--- src/hw/rtl/dmdr_pkg.sv ---
`timescale 1ns / 1ps
`default_nettype none

package dmdr_pkg;

    // Command codes carried in the func field of an input item.
    typedef enum logic [1:0] {
        FUNC_TICK  = 2'd0,
        FUNC_SPEED = 2'd1,
        FUNC_DIR   = 2'd2,
        FUNC_POWER = 2'd3
    } t_func;

    // Speed level codes.
    localparam logic [1:0] SPEED_SLOW   = 2'd0;
    localparam logic [1:0] SPEED_MIDDLE = 2'd1;
    localparam logic [1:0] SPEED_FAST   = 2'd2;
    localparam logic [1:0] SPEED_KEEP   = 2'd3;

    // Drive direction codes.
    localparam logic [3:0] DIR_STOP       = 4'd0;
    localparam logic [3:0] DIR_FWD        = 4'd1;
    localparam logic [3:0] DIR_BACK       = 4'd2;
    localparam logic [3:0] DIR_LEFT       = 4'd3;
    localparam logic [3:0] DIR_RIGHT      = 4'd4;
    localparam logic [3:0] DIR_FWD_RIGHT  = 4'd5;
    localparam logic [3:0] DIR_FWD_LEFT   = 4'd6;
    localparam logic [3:0] DIR_BACK_RIGHT = 4'd7;
    localparam logic [3:0] DIR_BACK_LEFT  = 4'd8;

    localparam logic [3:0] POWER_ON = 4'd1;

    // Configuration register indexes.
    localparam int CFG_IDX_BITS = 2;
    localparam logic [CFG_IDX_BITS-1:0] CFG_SLOW   = 2'd0;
    localparam logic [CFG_IDX_BITS-1:0] CFG_MIDDLE = 2'd1;
    localparam logic [CFG_IDX_BITS-1:0] CFG_FAST   = 2'd2;

    localparam int SLOW_RESET   = 3276;
    localparam int MIDDLE_RESET = 5733;
    localparam int FAST_RESET   = 8190;

    // Channel numbering.
    localparam int NCHAN     = 4;
    localparam int CH_FWD_A  = 0;
    localparam int CH_FWD_B  = 1;
    localparam int CH_BACK_A = 2;
    localparam int CH_BACK_B = 3;

    // Division by ten: (x * 52429) >> 19 is exact for every 16-bit x.
    localparam int               DIV_IN_BITS  = 16;
    localparam int               DIV_MUL_BITS = 17;
    localparam logic [16:0]      DIV10_MUL    = 17'd52429;
    localparam int               DIV10_SHIFT  = 19;

    // Per-tick control handed to every channel.
    typedef struct packed {
        logic retarget;
        logic active;
    } t_chan_ctrl;

endpackage

`default_nettype wire

--- src/hw/rtl/dmdr_if.sv ---
`timescale 1ns / 1ps
`default_nettype none

interface dmdr_in_if;
    logic       valid;
    logic       ready;
    logic [1:0] func;
    logic [3:0] value;

    modport source (output valid, output func, output value, input ready);
    modport sink   (input valid, input func, input value, output ready);
endinterface

interface dmdr_out_if #(
    parameter int DUTY_BITS = 13
);
    logic                 valid;
    logic                 ready;
    logic [DUTY_BITS-1:0] duty_fwd_a;
    logic [DUTY_BITS-1:0] duty_fwd_b;
    logic [DUTY_BITS-1:0] duty_back_a;
    logic [DUTY_BITS-1:0] duty_back_b;
    logic                 busy_ramping;
    logic [3:0]           drive_direction;
    logic [1:0]           level_now;
    logic                 is_on;

    modport source (
        output valid, output duty_fwd_a, output duty_fwd_b, output duty_back_a,
        output duty_back_b, output busy_ramping, output drive_direction,
        output level_now, output is_on, input ready
    );
    modport sink (
        input valid, input duty_fwd_a, input duty_fwd_b, input duty_back_a,
        input duty_back_b, input busy_ramping, input drive_direction,
        input level_now, input is_on, output ready
    );
endinterface

interface dmdr_cfg_if #(
    parameter int DUTY_BITS = 13
);
    logic                 valid;
    logic                 ready;
    logic [1:0]           index;
    logic [DUTY_BITS-1:0] data;

    modport source (output valid, output index, output data, input ready);
    modport sink   (input valid, input index, input data, output ready);
endinterface

`default_nettype wire

--- src/hw/rtl/dmdr_target.sv ---
`timescale 1ns / 1ps
`default_nettype none

// Maps direction and level duty to the four channel targets.
module dmdr_target #(
    parameter int DUTY_BITS = 13
) (
    input  wire logic                 i_run,
    input  wire logic [3:0]           i_dir,
    input  wire logic [DUTY_BITS-1:0] i_level_duty,
    output logic      [DUTY_BITS-1:0] o_tgt [dmdr_pkg::NCHAN]
);

    logic [DUTY_BITS-1:0] full_d;
    logic [DUTY_BITS-1:0] half_d;
    logic [DUTY_BITS-1:0] t [dmdr_pkg::NCHAN];

    assign full_d = i_level_duty;
    assign half_d = i_level_duty >> 1;

    always_comb begin
        for (int i = 0; i < dmdr_pkg::NCHAN; i++) begin
            t[i] = '0;
        end
        case (i_dir)
            dmdr_pkg::DIR_FWD: begin
                t[dmdr_pkg::CH_FWD_A] = full_d;
                t[dmdr_pkg::CH_FWD_B] = full_d;
            end
            dmdr_pkg::DIR_BACK: begin
                t[dmdr_pkg::CH_BACK_A] = full_d;
                t[dmdr_pkg::CH_BACK_B] = full_d;
            end
            dmdr_pkg::DIR_LEFT: begin
                t[dmdr_pkg::CH_FWD_A] = full_d;
            end
            dmdr_pkg::DIR_RIGHT: begin
                t[dmdr_pkg::CH_FWD_B] = full_d;
            end
            dmdr_pkg::DIR_FWD_RIGHT: begin
                t[dmdr_pkg::CH_FWD_A] = half_d;
                t[dmdr_pkg::CH_FWD_B] = full_d;
            end
            dmdr_pkg::DIR_FWD_LEFT: begin
                t[dmdr_pkg::CH_FWD_A] = full_d;
                t[dmdr_pkg::CH_FWD_B] = half_d;
            end
            dmdr_pkg::DIR_BACK_RIGHT: begin
                t[dmdr_pkg::CH_BACK_A] = half_d;
                t[dmdr_pkg::CH_BACK_B] = full_d;
            end
            dmdr_pkg::DIR_BACK_LEFT: begin
                t[dmdr_pkg::CH_BACK_A] = full_d;
                t[dmdr_pkg::CH_BACK_B] = half_d;
            end
            default: begin
            end
        endcase
        for (int i = 0; i < dmdr_pkg::NCHAN; i++) begin
            o_tgt[i] = i_run ? t[i] : '0;
        end
    end

endmodule

`default_nettype wire

--- src/hw/rtl/dmdr_chan.sv ---
`timescale 1ns / 1ps
`default_nettype none

// One channel's ramp step: new step size on retarget, then one move.
module dmdr_chan #(
    parameter int DUTY_BITS = 13
) (
    input  wire dmdr_pkg::t_chan_ctrl  i_ctrl,
    input  wire logic [DUTY_BITS-1:0]  i_cur,
    input  wire logic [DUTY_BITS-1:0]  i_tgt,
    input  wire logic [DUTY_BITS-1:0]  i_step,
    output logic      [DUTY_BITS-1:0]  o_cur,
    output logic      [DUTY_BITS-1:0]  o_step,
    output logic                       o_moved
);

    localparam int PROD_BITS = dmdr_pkg::DIV_IN_BITS + dmdr_pkg::DIV_MUL_BITS;

    logic                 above;
    logic                 below;
    logic [DUTY_BITS-1:0] span;
    logic [PROD_BITS-1:0] prod;
    logic [DUTY_BITS-1:0] quot;
    logic [DUTY_BITS-1:0] step_new;
    logic [DUTY_BITS-1:0] s;
    logic [DUTY_BITS:0]   twice_s;
    logic                 snap;

    assign above = i_cur > i_tgt;
    assign below = i_cur < i_tgt;
    assign span  = above ? (i_cur - i_tgt) : (i_tgt - i_cur);

    assign prod = PROD_BITS'(dmdr_pkg::DIV_IN_BITS'(span)) * PROD_BITS'(dmdr_pkg::DIV10_MUL);
    assign quot = DUTY_BITS'(prod >> dmdr_pkg::DIV10_SHIFT);

    always_comb begin
        if (!above && !below) begin
            step_new = '0;
        end else if (quot == '0) begin
            step_new = DUTY_BITS'(1);
        end else begin
            step_new = quot;
        end
    end

    assign s       = i_ctrl.retarget ? step_new : i_step;
    assign o_step  = s;
    assign twice_s = {s, 1'b0};
    // Within two steps of the target the channel lands on it.
    assign snap    = {1'b0, span} < twice_s;
    assign o_moved = i_ctrl.active && (above || below);

    always_comb begin
        if (!i_ctrl.active) begin
            o_cur = i_cur;
        end else if (above) begin
            o_cur = snap ? i_tgt : (i_cur - s);
        end else if (below) begin
            o_cur = snap ? i_tgt : (i_cur + s);
        end else begin
            o_cur = i_cur;
        end
    end

endmodule

`default_nettype wire

--- src/hw/rtl/dual_motor_duty_ramp.sv ---
// Path: a result item passes through the input register, then the state and result
// register; a stall on the result side can hold it in the input register.
// Throughput: one item per cycle, sustained while the result side takes items.
// Reset: synchronous, active low; ramp state, speed settings and handshakes clear
// at once, so the block is ready as soon as reset is released.
`timescale 1ns / 1ps
`default_nettype none

module dual_motor_duty_ramp #(
    parameter int DUTY_BITS = 13
) (
    input  wire logic   i_clk,
    input  wire logic   i_rst_n,
    dmdr_in_if.sink     i_in_ch,
    dmdr_out_if.source  o_out_ch,
    dmdr_cfg_if.sink    i_cfg_ch
);

    localparam int NCH = dmdr_pkg::NCHAN;

    // ------------------------------------------------------------------
    // Pipeline handshake. Stage one is the input register; the state
    // registers double as the result register, since the state only
    // changes when an item moves into the result slot, and that slot is
    // free (or being emptied) whenever that happens.
    // ------------------------------------------------------------------
    logic       r_s1_valid;
    logic [1:0] r_func;
    logic [3:0] r_value;
    logic       r_out_valid;
    logic       s2_ready;
    logic       advance;

    assign s2_ready      = !r_out_valid || o_out_ch.ready;
    assign advance       = r_s1_valid && s2_ready;
    assign i_in_ch.ready = !r_s1_valid || s2_ready;

    always_ff @(posedge i_clk) begin
        if (!i_rst_n) begin
            r_s1_valid  <= 1'b0;
            r_out_valid <= 1'b0;
        end else begin
            if (i_in_ch.valid && i_in_ch.ready) begin
                r_s1_valid <= 1'b1;
            end else if (advance) begin
                r_s1_valid <= 1'b0;
            end
            if (advance) begin
                r_out_valid <= 1'b1;
            end else if (o_out_ch.ready) begin
                r_out_valid <= 1'b0;
            end
        end
    end

    // Item payload needs no reset.
    always_ff @(posedge i_clk) begin
        if (i_in_ch.valid && i_in_ch.ready) begin
            r_func  <= i_in_ch.func;
            r_value <= i_in_ch.value;
        end
    end

    // ------------------------------------------------------------------
    // Configuration registers. Always ready; writes to an index beyond
    // the three level duties are taken and dropped.
    // ------------------------------------------------------------------
    logic [DUTY_BITS-1:0] r_slow_duty;
    logic [DUTY_BITS-1:0] r_middle_duty;
    logic [DUTY_BITS-1:0] r_fast_duty;

    assign i_cfg_ch.ready = 1'b1;

    always_ff @(posedge i_clk) begin
        if (!i_rst_n) begin
            r_slow_duty   <= DUTY_BITS'(dmdr_pkg::SLOW_RESET);
            r_middle_duty <= DUTY_BITS'(dmdr_pkg::MIDDLE_RESET);
            r_fast_duty   <= DUTY_BITS'(dmdr_pkg::FAST_RESET);
        end else if (i_cfg_ch.valid) begin
            case (i_cfg_ch.index)
                dmdr_pkg::CFG_SLOW:   r_slow_duty   <= i_cfg_ch.data;
                dmdr_pkg::CFG_MIDDLE: r_middle_duty <= i_cfg_ch.data;
                dmdr_pkg::CFG_FAST:   r_fast_duty   <= i_cfg_ch.data;
                default: begin
                end
            endcase
        end
    end

    // ------------------------------------------------------------------
    // Ramp state.
    // ------------------------------------------------------------------
    logic                 r_pending, n_pending;
    logic                 r_active,  n_active;
    logic                 r_run,     n_run;
    logic [3:0]           r_dir,     n_dir;
    logic [1:0]           r_level,   n_level;
    logic [DUTY_BITS-1:0] r_level_duty, n_level_duty;
    logic [DUTY_BITS-1:0] r_cur  [NCH];
    logic [DUTY_BITS-1:0] r_tgt  [NCH];
    logic [DUTY_BITS-1:0] r_step [NCH];
    logic [DUTY_BITS-1:0] n_cur  [NCH];
    logic [DUTY_BITS-1:0] n_tgt  [NCH];
    logic [DUTY_BITS-1:0] n_step [NCH];

    // Targets from the present direction, level duty and on state; a tick
    // does not change any of those, so they are read straight from state.
    logic [DUTY_BITS-1:0] new_tgt  [NCH];
    logic [DUTY_BITS-1:0] eff_tgt  [NCH];
    logic [DUTY_BITS-1:0] chan_cur [NCH];
    logic [DUTY_BITS-1:0] chan_step[NCH];
    logic [NCH-1:0]       chan_moved;
    dmdr_pkg::t_chan_ctrl ctrl;

    dmdr_target #(
        .DUTY_BITS (DUTY_BITS)
    ) u_target (
        .i_run        (r_run),
        .i_dir        (r_dir),
        .i_level_duty (r_level_duty),
        .o_tgt        (new_tgt)
    );

    // A pending retarget starts (or restarts) the ramp on this tick.
    assign ctrl.retarget = r_pending;
    assign ctrl.active   = r_pending || r_active;

    for (genvar g = 0; g < NCH; g++) begin : g_chan
        assign eff_tgt[g] = r_pending ? new_tgt[g] : r_tgt[g];

        dmdr_chan #(
            .DUTY_BITS (DUTY_BITS)
        ) u_chan (
            .i_ctrl  (ctrl),
            .i_cur   (r_cur[g]),
            .i_tgt   (eff_tgt[g]),
            .i_step  (r_step[g]),
            .o_cur   (chan_cur[g]),
            .o_step  (chan_step[g]),
            .o_moved (chan_moved[g])
        );
    end

    // Level duty picked by a level code; the keep code leaves it alone.
    function automatic logic [DUTY_BITS-1:0] pick_duty(
        input logic [1:0]           level,
        input logic [DUTY_BITS-1:0] keep,
        input logic [DUTY_BITS-1:0] slow,
        input logic [DUTY_BITS-1:0] middle,
        input logic [DUTY_BITS-1:0] fast
    );
        logic [DUTY_BITS-1:0] d;
        case (level)
            dmdr_pkg::SPEED_SLOW:   d = slow;
            dmdr_pkg::SPEED_MIDDLE: d = middle;
            dmdr_pkg::SPEED_FAST:   d = fast;
            default:                d = keep;
        endcase
        return d;
    endfunction

    always_comb begin
        n_pending    = r_pending;
        n_active     = r_active;
        n_run        = r_run;
        n_dir        = r_dir;
        n_level      = r_level;
        n_level_duty = r_level_duty;
        for (int i = 0; i < NCH; i++) begin
            n_cur[i]  = r_cur[i];
            n_tgt[i]  = r_tgt[i];
            n_step[i] = r_step[i];
        end
        case (dmdr_pkg::t_func'(r_func))
            dmdr_pkg::FUNC_TICK: begin
                n_pending = 1'b0;
                // The ramp ends on the tick that finds every channel settled.
                n_active  = ctrl.active && (|chan_moved);
                for (int i = 0; i < NCH; i++) begin
                    n_cur[i]  = chan_cur[i];
                    n_tgt[i]  = eff_tgt[i];
                    n_step[i] = chan_step[i];
                end
            end
            dmdr_pkg::FUNC_SPEED: begin
                n_level = r_value[1:0];
                if (r_value[3:2] == 2'b00 && r_run) begin
                    n_level_duty = pick_duty(r_value[1:0], r_level_duty,
                                             r_slow_duty, r_middle_duty, r_fast_duty);
                    n_pending    = 1'b1;
                end
                // Codes above the keep code are ignored altogether.
                if (r_value[3:2] != 2'b00) begin
                    n_level = r_level;
                end
            end
            dmdr_pkg::FUNC_DIR: begin
                if (r_value <= dmdr_pkg::DIR_BACK_LEFT) begin
                    n_dir = r_value;
                    if (r_run) begin
                        n_pending = 1'b1;
                    end
                end
            end
            dmdr_pkg::FUNC_POWER: begin
                if (r_value == dmdr_pkg::POWER_ON) begin
                    n_run        = 1'b1;
                    n_level_duty = pick_duty(r_level, r_level_duty,
                                             r_slow_duty, r_middle_duty, r_fast_duty);
                end else begin
                    // Anything but the on code switches off and stops.
                    n_run = 1'b0;
                    n_dir = dmdr_pkg::DIR_STOP;
                end
                n_pending = 1'b1;
            end
            default: begin
            end
        endcase
    end

    always_ff @(posedge i_clk) begin
        if (!i_rst_n) begin
            r_pending    <= 1'b1;
            r_active     <= 1'b0;
            r_run        <= 1'b0;
            r_dir        <= dmdr_pkg::DIR_STOP;
            r_level      <= dmdr_pkg::SPEED_SLOW;
            r_level_duty <= DUTY_BITS'(dmdr_pkg::SLOW_RESET);
            for (int i = 0; i < NCH; i++) begin
                r_cur[i]  <= '0;
                r_tgt[i]  <= '0;
                r_step[i] <= '0;
            end
        end else if (advance) begin
            r_pending    <= n_pending;
            r_active     <= n_active;
            r_run        <= n_run;
            r_dir        <= n_dir;
            r_level      <= n_level;
            r_level_duty <= n_level_duty;
            for (int i = 0; i < NCH; i++) begin
                r_cur[i]  <= n_cur[i];
                r_tgt[i]  <= n_tgt[i];
                r_step[i] <= n_step[i];
            end
        end
    end

    // ------------------------------------------------------------------
    // Result item: the state after the item, held while the sink stalls.
    // ------------------------------------------------------------------
    assign o_out_ch.valid           = r_out_valid;
    assign o_out_ch.duty_fwd_a      = r_cur[dmdr_pkg::CH_FWD_A];
    assign o_out_ch.duty_fwd_b      = r_cur[dmdr_pkg::CH_FWD_B];
    assign o_out_ch.duty_back_a     = r_cur[dmdr_pkg::CH_BACK_A];
    assign o_out_ch.duty_back_b     = r_cur[dmdr_pkg::CH_BACK_B];
    assign o_out_ch.busy_ramping    = r_active;
    assign o_out_ch.drive_direction = r_dir;
    assign o_out_ch.level_now       = r_level;
    assign o_out_ch.is_on           = r_run;

endmodule

`default_nettype wire

--- src/flat_wrapper.sv ---
// flat-port wrapper written by rule: the top's interface ports become plain ports
module dual_motor_duty_ramp_flat 
#(
    parameter int DUTY_BITS = 13
)
  (i_clk, i_rst_n, i_in_ch_valid, i_in_ch_func, i_in_ch_value, i_in_ch_ready, o_out_ch_valid, o_out_ch_duty_fwd_a, o_out_ch_duty_fwd_b, o_out_ch_duty_back_a, o_out_ch_duty_back_b, o_out_ch_busy_ramping, o_out_ch_drive_direction, o_out_ch_level_now, o_out_ch_is_on, o_out_ch_ready, i_cfg_ch_valid, i_cfg_ch_index, i_cfg_ch_data, i_cfg_ch_ready);
  dmdr_in_if i_in_ch_i ();
  dmdr_out_if #(.DUTY_BITS(DUTY_BITS)) o_out_ch_i ();
  dmdr_cfg_if #(.DUTY_BITS(DUTY_BITS)) i_cfg_ch_i ();
  input  wire logic i_clk;
  input  wire logic i_rst_n;
  input wire logic [$bits(i_in_ch_i.valid)-1:0] i_in_ch_valid;
  input wire logic [$bits(i_in_ch_i.func)-1:0] i_in_ch_func;
  input wire logic [$bits(i_in_ch_i.value)-1:0] i_in_ch_value;
  output wire logic [$bits(i_in_ch_i.ready)-1:0] i_in_ch_ready;
  output wire logic [$bits(o_out_ch_i.valid)-1:0] o_out_ch_valid;
  output wire logic [$bits(o_out_ch_i.duty_fwd_a)-1:0] o_out_ch_duty_fwd_a;
  output wire logic [$bits(o_out_ch_i.duty_fwd_b)-1:0] o_out_ch_duty_fwd_b;
  output wire logic [$bits(o_out_ch_i.duty_back_a)-1:0] o_out_ch_duty_back_a;
  output wire logic [$bits(o_out_ch_i.duty_back_b)-1:0] o_out_ch_duty_back_b;
  output wire logic [$bits(o_out_ch_i.busy_ramping)-1:0] o_out_ch_busy_ramping;
  output wire logic [$bits(o_out_ch_i.drive_direction)-1:0] o_out_ch_drive_direction;
  output wire logic [$bits(o_out_ch_i.level_now)-1:0] o_out_ch_level_now;
  output wire logic [$bits(o_out_ch_i.is_on)-1:0] o_out_ch_is_on;
  input wire logic [$bits(o_out_ch_i.ready)-1:0] o_out_ch_ready;
  input wire logic [$bits(i_cfg_ch_i.valid)-1:0] i_cfg_ch_valid;
  input wire logic [$bits(i_cfg_ch_i.index)-1:0] i_cfg_ch_index;
  input wire logic [$bits(i_cfg_ch_i.data)-1:0] i_cfg_ch_data;
  output wire logic [$bits(i_cfg_ch_i.ready)-1:0] i_cfg_ch_ready;
  assign i_in_ch_i.valid = i_in_ch_valid;
  assign i_in_ch_i.func = i_in_ch_func;
  assign i_in_ch_i.value = i_in_ch_value;
  assign i_in_ch_ready = i_in_ch_i.ready;
  assign o_out_ch_valid = o_out_ch_i.valid;
  assign o_out_ch_duty_fwd_a = o_out_ch_i.duty_fwd_a;
  assign o_out_ch_duty_fwd_b = o_out_ch_i.duty_fwd_b;
  assign o_out_ch_duty_back_a = o_out_ch_i.duty_back_a;
  assign o_out_ch_duty_back_b = o_out_ch_i.duty_back_b;
  assign o_out_ch_busy_ramping = o_out_ch_i.busy_ramping;
  assign o_out_ch_drive_direction = o_out_ch_i.drive_direction;
  assign o_out_ch_level_now = o_out_ch_i.level_now;
  assign o_out_ch_is_on = o_out_ch_i.is_on;
  assign o_out_ch_i.ready = o_out_ch_ready;
  assign i_cfg_ch_i.valid = i_cfg_ch_valid;
  assign i_cfg_ch_i.index = i_cfg_ch_index;
  assign i_cfg_ch_i.data = i_cfg_ch_data;
  assign i_cfg_ch_ready = i_cfg_ch_i.ready;
  dual_motor_duty_ramp #(.DUTY_BITS(DUTY_BITS)) u_core (.i_clk(i_clk), .i_rst_n(i_rst_n), .i_in_ch(i_in_ch_i), .o_out_ch(o_out_ch_i), .i_cfg_ch(i_cfg_ch_i));
endmodule
--- config.mk ---
export PLATFORM = sky130hd
export DESIGN_NAME = dual_motor_duty_ramp_flat
export DESIGN_NICKNAME = d
export VERILOG_FILES = /design/src/hw/rtl/dmdr_pkg.sv /design/src/hw/rtl/dmdr_if.sv /design/src/hw/rtl/dmdr_target.sv /design/src/hw/rtl/dmdr_chan.sv /design/src/hw/rtl/dual_motor_duty_ramp.sv /design/src/flat_wrapper.sv
export SDC_FILE = /design/constraint.sdc
export NUM_CORES = 2
export LEC_CHECK = 0
export BUFFER_PORTS_ARGS = -buffer_cell sky130_fd_sc_hd__buf_2
export CORE_MARGIN = 2
export CORE_UTILIZATION = 59
export DETAILED_ROUTE_END_ITERATION = 8
export HOLD_SLACK_MARGIN = 0.05
export PLACE_DENSITY_LB_ADDON = 0.25
export REMOVE_ABC_BUFFERS = 1
export SKIP_CTS_REPAIR_TIMING = 1
export SYNTH_ARGS = -nofsm -noshare
export SYNTH_HDL_FRONTEND = slang
export SYNTH_SLANG_ARGS = --single-unit
--- constraint.sdc ---
create_clock -name i_clk -period 11.7 [get_ports i_clk]
set_input_delay 1.17 -clock i_clk [delete_from_list [all_inputs] [get_ports i_clk]]
set_output_delay 1.17 -clock i_clk [all_outputs]
set_load 0.1 [all_outputs]
Word-level counts from Yosys, hierarchy flattened
Memories as Yosys holds them, arrays and structs flattened.
Index checks and enable logic that the tools add are counted.
- word-level logic and storage cells: 225
- input port bits: 26
- memory bits (writable): 156
- output and inout port bits: 63
- memories kept: 3
- register bits: 69
- memories (memory ; depth ; bits a word ; read ports ; clocked after memory_dff ; wr ports ; line ; RTL):
    u_core.r_cur ; 4 ; 13 ; 4 ; 0 ; 4 ; dual_motor_duty_ramp.sv:99 ; logic [DUTY_BITS-1:0] r_cur [NCH];
    u_core.r_step ; 4 ; 13 ; 4 ; 0 ; 4 ; dual_motor_duty_ramp.sv:101 ; logic [DUTY_BITS-1:0] r_step [NCH];
    u_core.r_tgt ; 4 ; 13 ; 4 ; 0 ; 4 ; dual_motor_duty_ramp.sv:100 ; logic [DUTY_BITS-1:0] r_tgt [NCH];
- bitwise logic cells: 13
- $mul: 4
- eq/ne operators: 25
- $lt $le $gt $ge: 13
- muxes and demuxes: 83
- reductions and logical operators: 55
- $add $sub $neg: 16
- operator list (cell ; count):
    2-to-1 mux 13 bit ; 54
    2-to-1 mux 52 bit ; 3
    subtractor 13 bit ; 12
    multiplier 13 x 16 -> 29 bit, second input constant ; 4
    case mux 13 bit (2 select lines) ; 3
    case mux 13 bit (3 select lines) ; 2
    case mux 26 bit (3 select lines) ; 1
    less-than comparator 13 x 14 -> 1 bit ; 4
    adder 13 bit ; 4
    > comparator 13 bit ; 4
    logical NOT 13 bit ; 4
    less-than comparator 13 bit ; 4
    2-to-1 mux 10 bit ; 4
    == test 4 x 3 -> 1 bit, second input constant ; 4
    logical AND 1 bit ; 12
    2-to-1 mux 1 bit ; 12
    OR 1 bit ; 12
    == test 2 bit, second input constant ; 5
    logical NOT 1 bit ; 10
    logical NOT 2 bit ; 5
    AND reduction 2 bit ; 5
    nonzero test 2 bit ; 5
    == test 2 x 1 -> 1 bit, second input constant ; 4
    == test 4 x 1 -> 1 bit, second input constant ; 2
    16 further kinds ; 30

Longest topological paths before layout
- depth in word-level cells: 19
- depth in mapped cells: 59
- depth with buffers taken out: 55

Modules after synthesis
From an unflattened synthesis, not the netlist that was laid out.
- cell total of the unflattened synthesis: 4310
- area, all modules: 36749.0 um^2
- modules (own cells, without submodules) (module ; area each (um^2) ; seq. area each (um^2) ; times used ; cells an instance):
    dual_motor_duty_ramp ; 9475.3 ; 6125.9 ; 1 ; 738
    dmdr_chan at u_core.g_chan[3].u_chan ; 7000.5 ; 0.0 ; 1 ; 918
    dmdr_chan at u_core.g_chan[0].u_chan ; 6662.6 ; 0.0 ; 1 ; 878
    dmdr_chan at u_core.g_chan[1].u_chan ; 6588.8 ; 0.0 ; 1 ; 845
    dmdr_chan at u_core.g_chan[2].u_chan ; 6364.9 ; 0.0 ; 1 ; 829
    dmdr_target ; 656.9 ; 0.0 ; 1 ; 102

Worst setup path after synthesis
Ideal clock, no wire load.
- path kind: reg-to-reg
- from: register u_core.r_dir[1], in the netlist u_core.o_out_ch.drive_direction[1]
- to: memory u_core.r_cur[3][12] (data pin)
- cell stages (with the launch flop): 55
- period minus slack after synthesis: 12.973 ns
- required time: 11.444 ns
- library setup time: 0.256 ns
- slack: -1.273 ns
- buffers on the path: 4
- arrival: 12.717 ns
- cell sequence: dfxtp_1 clkbuf_1 nor2b_1 o21a_1 o21ai_0 clkbuf_1 nor2_1 a21oi_1 inv_1 ha_1 clkbuf_1 nand4_1 nor3_1 o21ai_0 a21oi_1 clkbuf_1 mux2i_1 o21ai_0 [19 not listed] a221oi_1 xnor2_1 o41ai_1 ha_1 inv_1 fa_1 nor2b_1 o21bai_1 a21oi_1 o21bai_1 a21oi_1 o21ai_0 a21oi_1 o21ai_0 a21oi_1 o21ai_0 xnor2_1 a31o_2
- RTL lines (element ; line ; RTL):
    from (decl) ; dual_motor_duty_ramp.sv:96 ; logic [3:0] r_dir, n_dir;
    from (signal assigned) ; dual_motor_duty_ramp.sv:227 ; r_dir <= dmdr_pkg::DIR_STOP;
    from (signal assigned) ; dual_motor_duty_ramp.sv:239 ; r_dir <= n_dir;
    to (decl) ; dual_motor_duty_ramp.sv:99 ;

==> qor.yml <==
run_status: "finished, violations left"
failed_checks: "negative setup slack"
cts-htree-levels: 1
post_synthesis_adder_cell_area_fraction_pct: 33.6
max_slew_margin_pct: 31.2
clk_sink_count: 225
compound_cell_area_share_of_the_yosys_netlist_pct: 20.1
grt_pass1_wl_um: 167000
detail-route-antenna-nets: 0
start_util_pct: 59.8
worst_hold_path_type: "reg -> reg"
grt_max_degree: 75
dieHeight_um: 244
wl_per_cell_um: 20.0
critical_path_required_ps: 12030
worst-setup-path-type: "reg -> reg"
dpl_worst_slack_ps: -819
synthTopCellsByArea: "ha_1 (21%), edfxtp_1 (14%), fa_1 (12%)"
synthMostInstantiatedCell: "inv_1"
vias: 33285
gp_routability_congestion: 1.01
area_growth_pct: 30.2
drt-vias-per-instance: 5.96
ys.flop_type: "edfxtp_1"
die_area_mm2: 0.0593
totalNegativeSetupSlack_ps: -336
pre_repair_dr_iteration_count: 6
worstSkewPairLatency_ps: 580
worst_path_largest_cell_delay_ps: 580
synth.lib_cells_used.distinct: 99
final-setup-viol-count: 2
finalClockSkew_ps: 20.2
synth_area_leader_cell: "ha_1"
critical_path.endpoint_type: "flop"
fill_cells: 3920
startpoint_type: "flop"
synth-async-reset-ratio_pct: 0
layout_worst_path_cycle_share_pct: 102
clkTransAtPathRegs_ps: 70
crit_path_dat_ps: 12300
critical_path.slowest_cell: "or4b_4"
numPlacedInstances: 5460
layout-drive-gt1-share_pct: 28.9
synth_top_cells_by_count: "inv_1 (630), ha_1 (576), nand2_1 (308)"
synth_top_cell_area_share_pct: 21.3
violation_count_after_the_first_detailed_route_iteration: 2891
cap_violations: 0
yosys_warnings: 0
final_cells: 5582
synth_simple_gate_area_share_pct: 13.7
synth_seq_cells: 225
drc: 0
proportion_of_synthesized_area_in_mux_cells_pct: 2.32
worstPathMaxFanout: 8
portBuffers: 87
rsz_0062_raised_after_global_routing: "true"
synth_xor_xnor_area_share_pct: 3.48
antenna_violations_before_repair: 0
antenna-diode-count: 0
cts_made_buffers: 27
worst_path_dominant_cell_family: "compound AO/OA/AOI/OAI gates"
finalHoldViolations: 0
global_route_usage_sum_pct: 34.8
finalWorstSetupSlack_ps: -266
post_synth_inst_count: 4013
edff_count_synth: 162
cts_root_buffer: "clkbuf_16"
tritoncts: "built"
period_minus_slack_ps: 11970
placeableCoreArea_mm2: 0.0566
die_w_um: 244
placement_rows: 87
grt_overflow: 0
drt-total-wl_um: 112000
largest_buffer_count_on_any_clock_path: 3
register_area_share_after_synthesis_pct: 18.1
grt_pass1_vias: 31407
post-dp-hpwl_um: 85700
transition_time_at_the_pin_with_the_least_slew_margin_ps: 1020
finalNetCount: 5616
combinational_family_with_the_most_area_after_synthesis: "adder cells"
synth.cell_area_mm2: 0.0339
synth_area_per_cell_um2: 8.44
top_level_i_o_count: 89
fmaxAchievable_mhz: 83.6
cp_num_buf_inv: 6
finalMaxSlewViolations: 0
-- area by class of cell --
cell class              count  area [um^2]  share of cell area [%]
clock inverters            16          159                   0.360
flip-flops and latches    225         6130                    13.9
clock buffers              33          698                    1.58
well taps                 756          946                    2.15
inverters                 630         2370                    5.37
repair buffers            914         6740                    15.3
multi-input cells        3008        27000                    61.3
-- registers in the layout (all words and copies together), names as in the netlist, 4 cells and up --
register,cells
u_core.r_cur,52
u_core.r_step,52
u_core.r_tgt,52
u_core.r_fast_duty,13
u_core.r_level_duty,13
u_core.r_middle_duty,13
u_core.r_slow_duty,13
u_core.o_out_ch.drive_direction,4
u_core.r_value,4
-- worst min-delay path: stages, from the launching register on --
cell and delay, ps:
dfxtp_1 310, nand2_1 50, nand3_1 60
-- cell usage in the layout, fill, tap and decap left out, types with 31 or more instances in the layout --
| cell | netlist | routed |
|---|---|---|
| buf_4 | 1 | 804 |
| inv_1 | 630 | 613 |
| ha_1 | 576 | 523 |
| nand2_1 | 308 | 299 |
| nor2_1 | 291 | 277 |
| a21oi_1 | 290 | 205 |
| fa_1 | 208 | 190 |
| edfxtp_1 | 162 | 162 |
| o21ai_0 | 181 | 139 |
| a21o_1 | 106 | 106 |
| buf_2 | 7 | 88 |
| a21oi_2 | 1 | 81 |
| nand3_1 | 79 | 76 |
| a22oi_1 | 93 | 75 |
| xnor2_1 | 84 | 74 |
| dfxtp_1 | 63 | 60 |
| xor2_1 | 48 | 48 |
| ha_4 | 0 | 46 |
| o21bai_1 | 51 | 43 |
| o211ai_1 | 41 | 41 |
| nand4_1 | 39 | 39 |
| nor3_1 | 48 | 38 |
| mux2i_1 | 41 | 34 |
| nor2b_1 | 38 | 31 |
| and2_1 | 37 | 31 |
-- kinds of logic after synthesis --
kind of cell | count (synthesis)
adders and majority gates | 785
muxes | 72
DFF | 225
buffers and inverters | 781
AOI/OAI and AO/OA | 1035
and+or+nand+nor | 981
xor gates and xnor gates | 133
other | 1
-- routing by layer --
layer  GRT usage, %  wire [um]
met3           4.08       8890
met1           50.1      47700
met5              0          0
met4           8.73       4250
met2           55.5      50900
-- metrics by stage --
| step | area, um^2 | hold slack, ps | utilization (%) |
|---|---|---|---|
| after global routing | 44100 | 489 | 77.9 |
| final | 44100 | 471 | 77.9 |
| after global placement | 40400 | 449 | 71.3 |
| after floorplan | 33300 | 438 | - |
| after CTS | 41200 | 472 | 72.9 |
| after detailed placement | 40400 | 458 | 71.3 |
-- final timing paths --
path	from	endpoint	slack [ps]	depth (start not counted)
setup reg to reg	u_core.o_out_ch.drive_direction[2]	u_core.r_cur[1][12]	-270	53
hold / removal	u_core.r_slow_duty[3]	u_core.r_slow_duty[3]	470	2
setup / recovery	u_core.o_out_ch.drive_direction[2]	u_core.r_cur[1][12]	-270	53
hold reg to reg	u_core.r_slow_duty[3]	u_core.r_slow_duty[3]	470	2
Power is not shown: default switching activity piles up to over one toggle a cycle in this logic, so the estimate is an artifact.
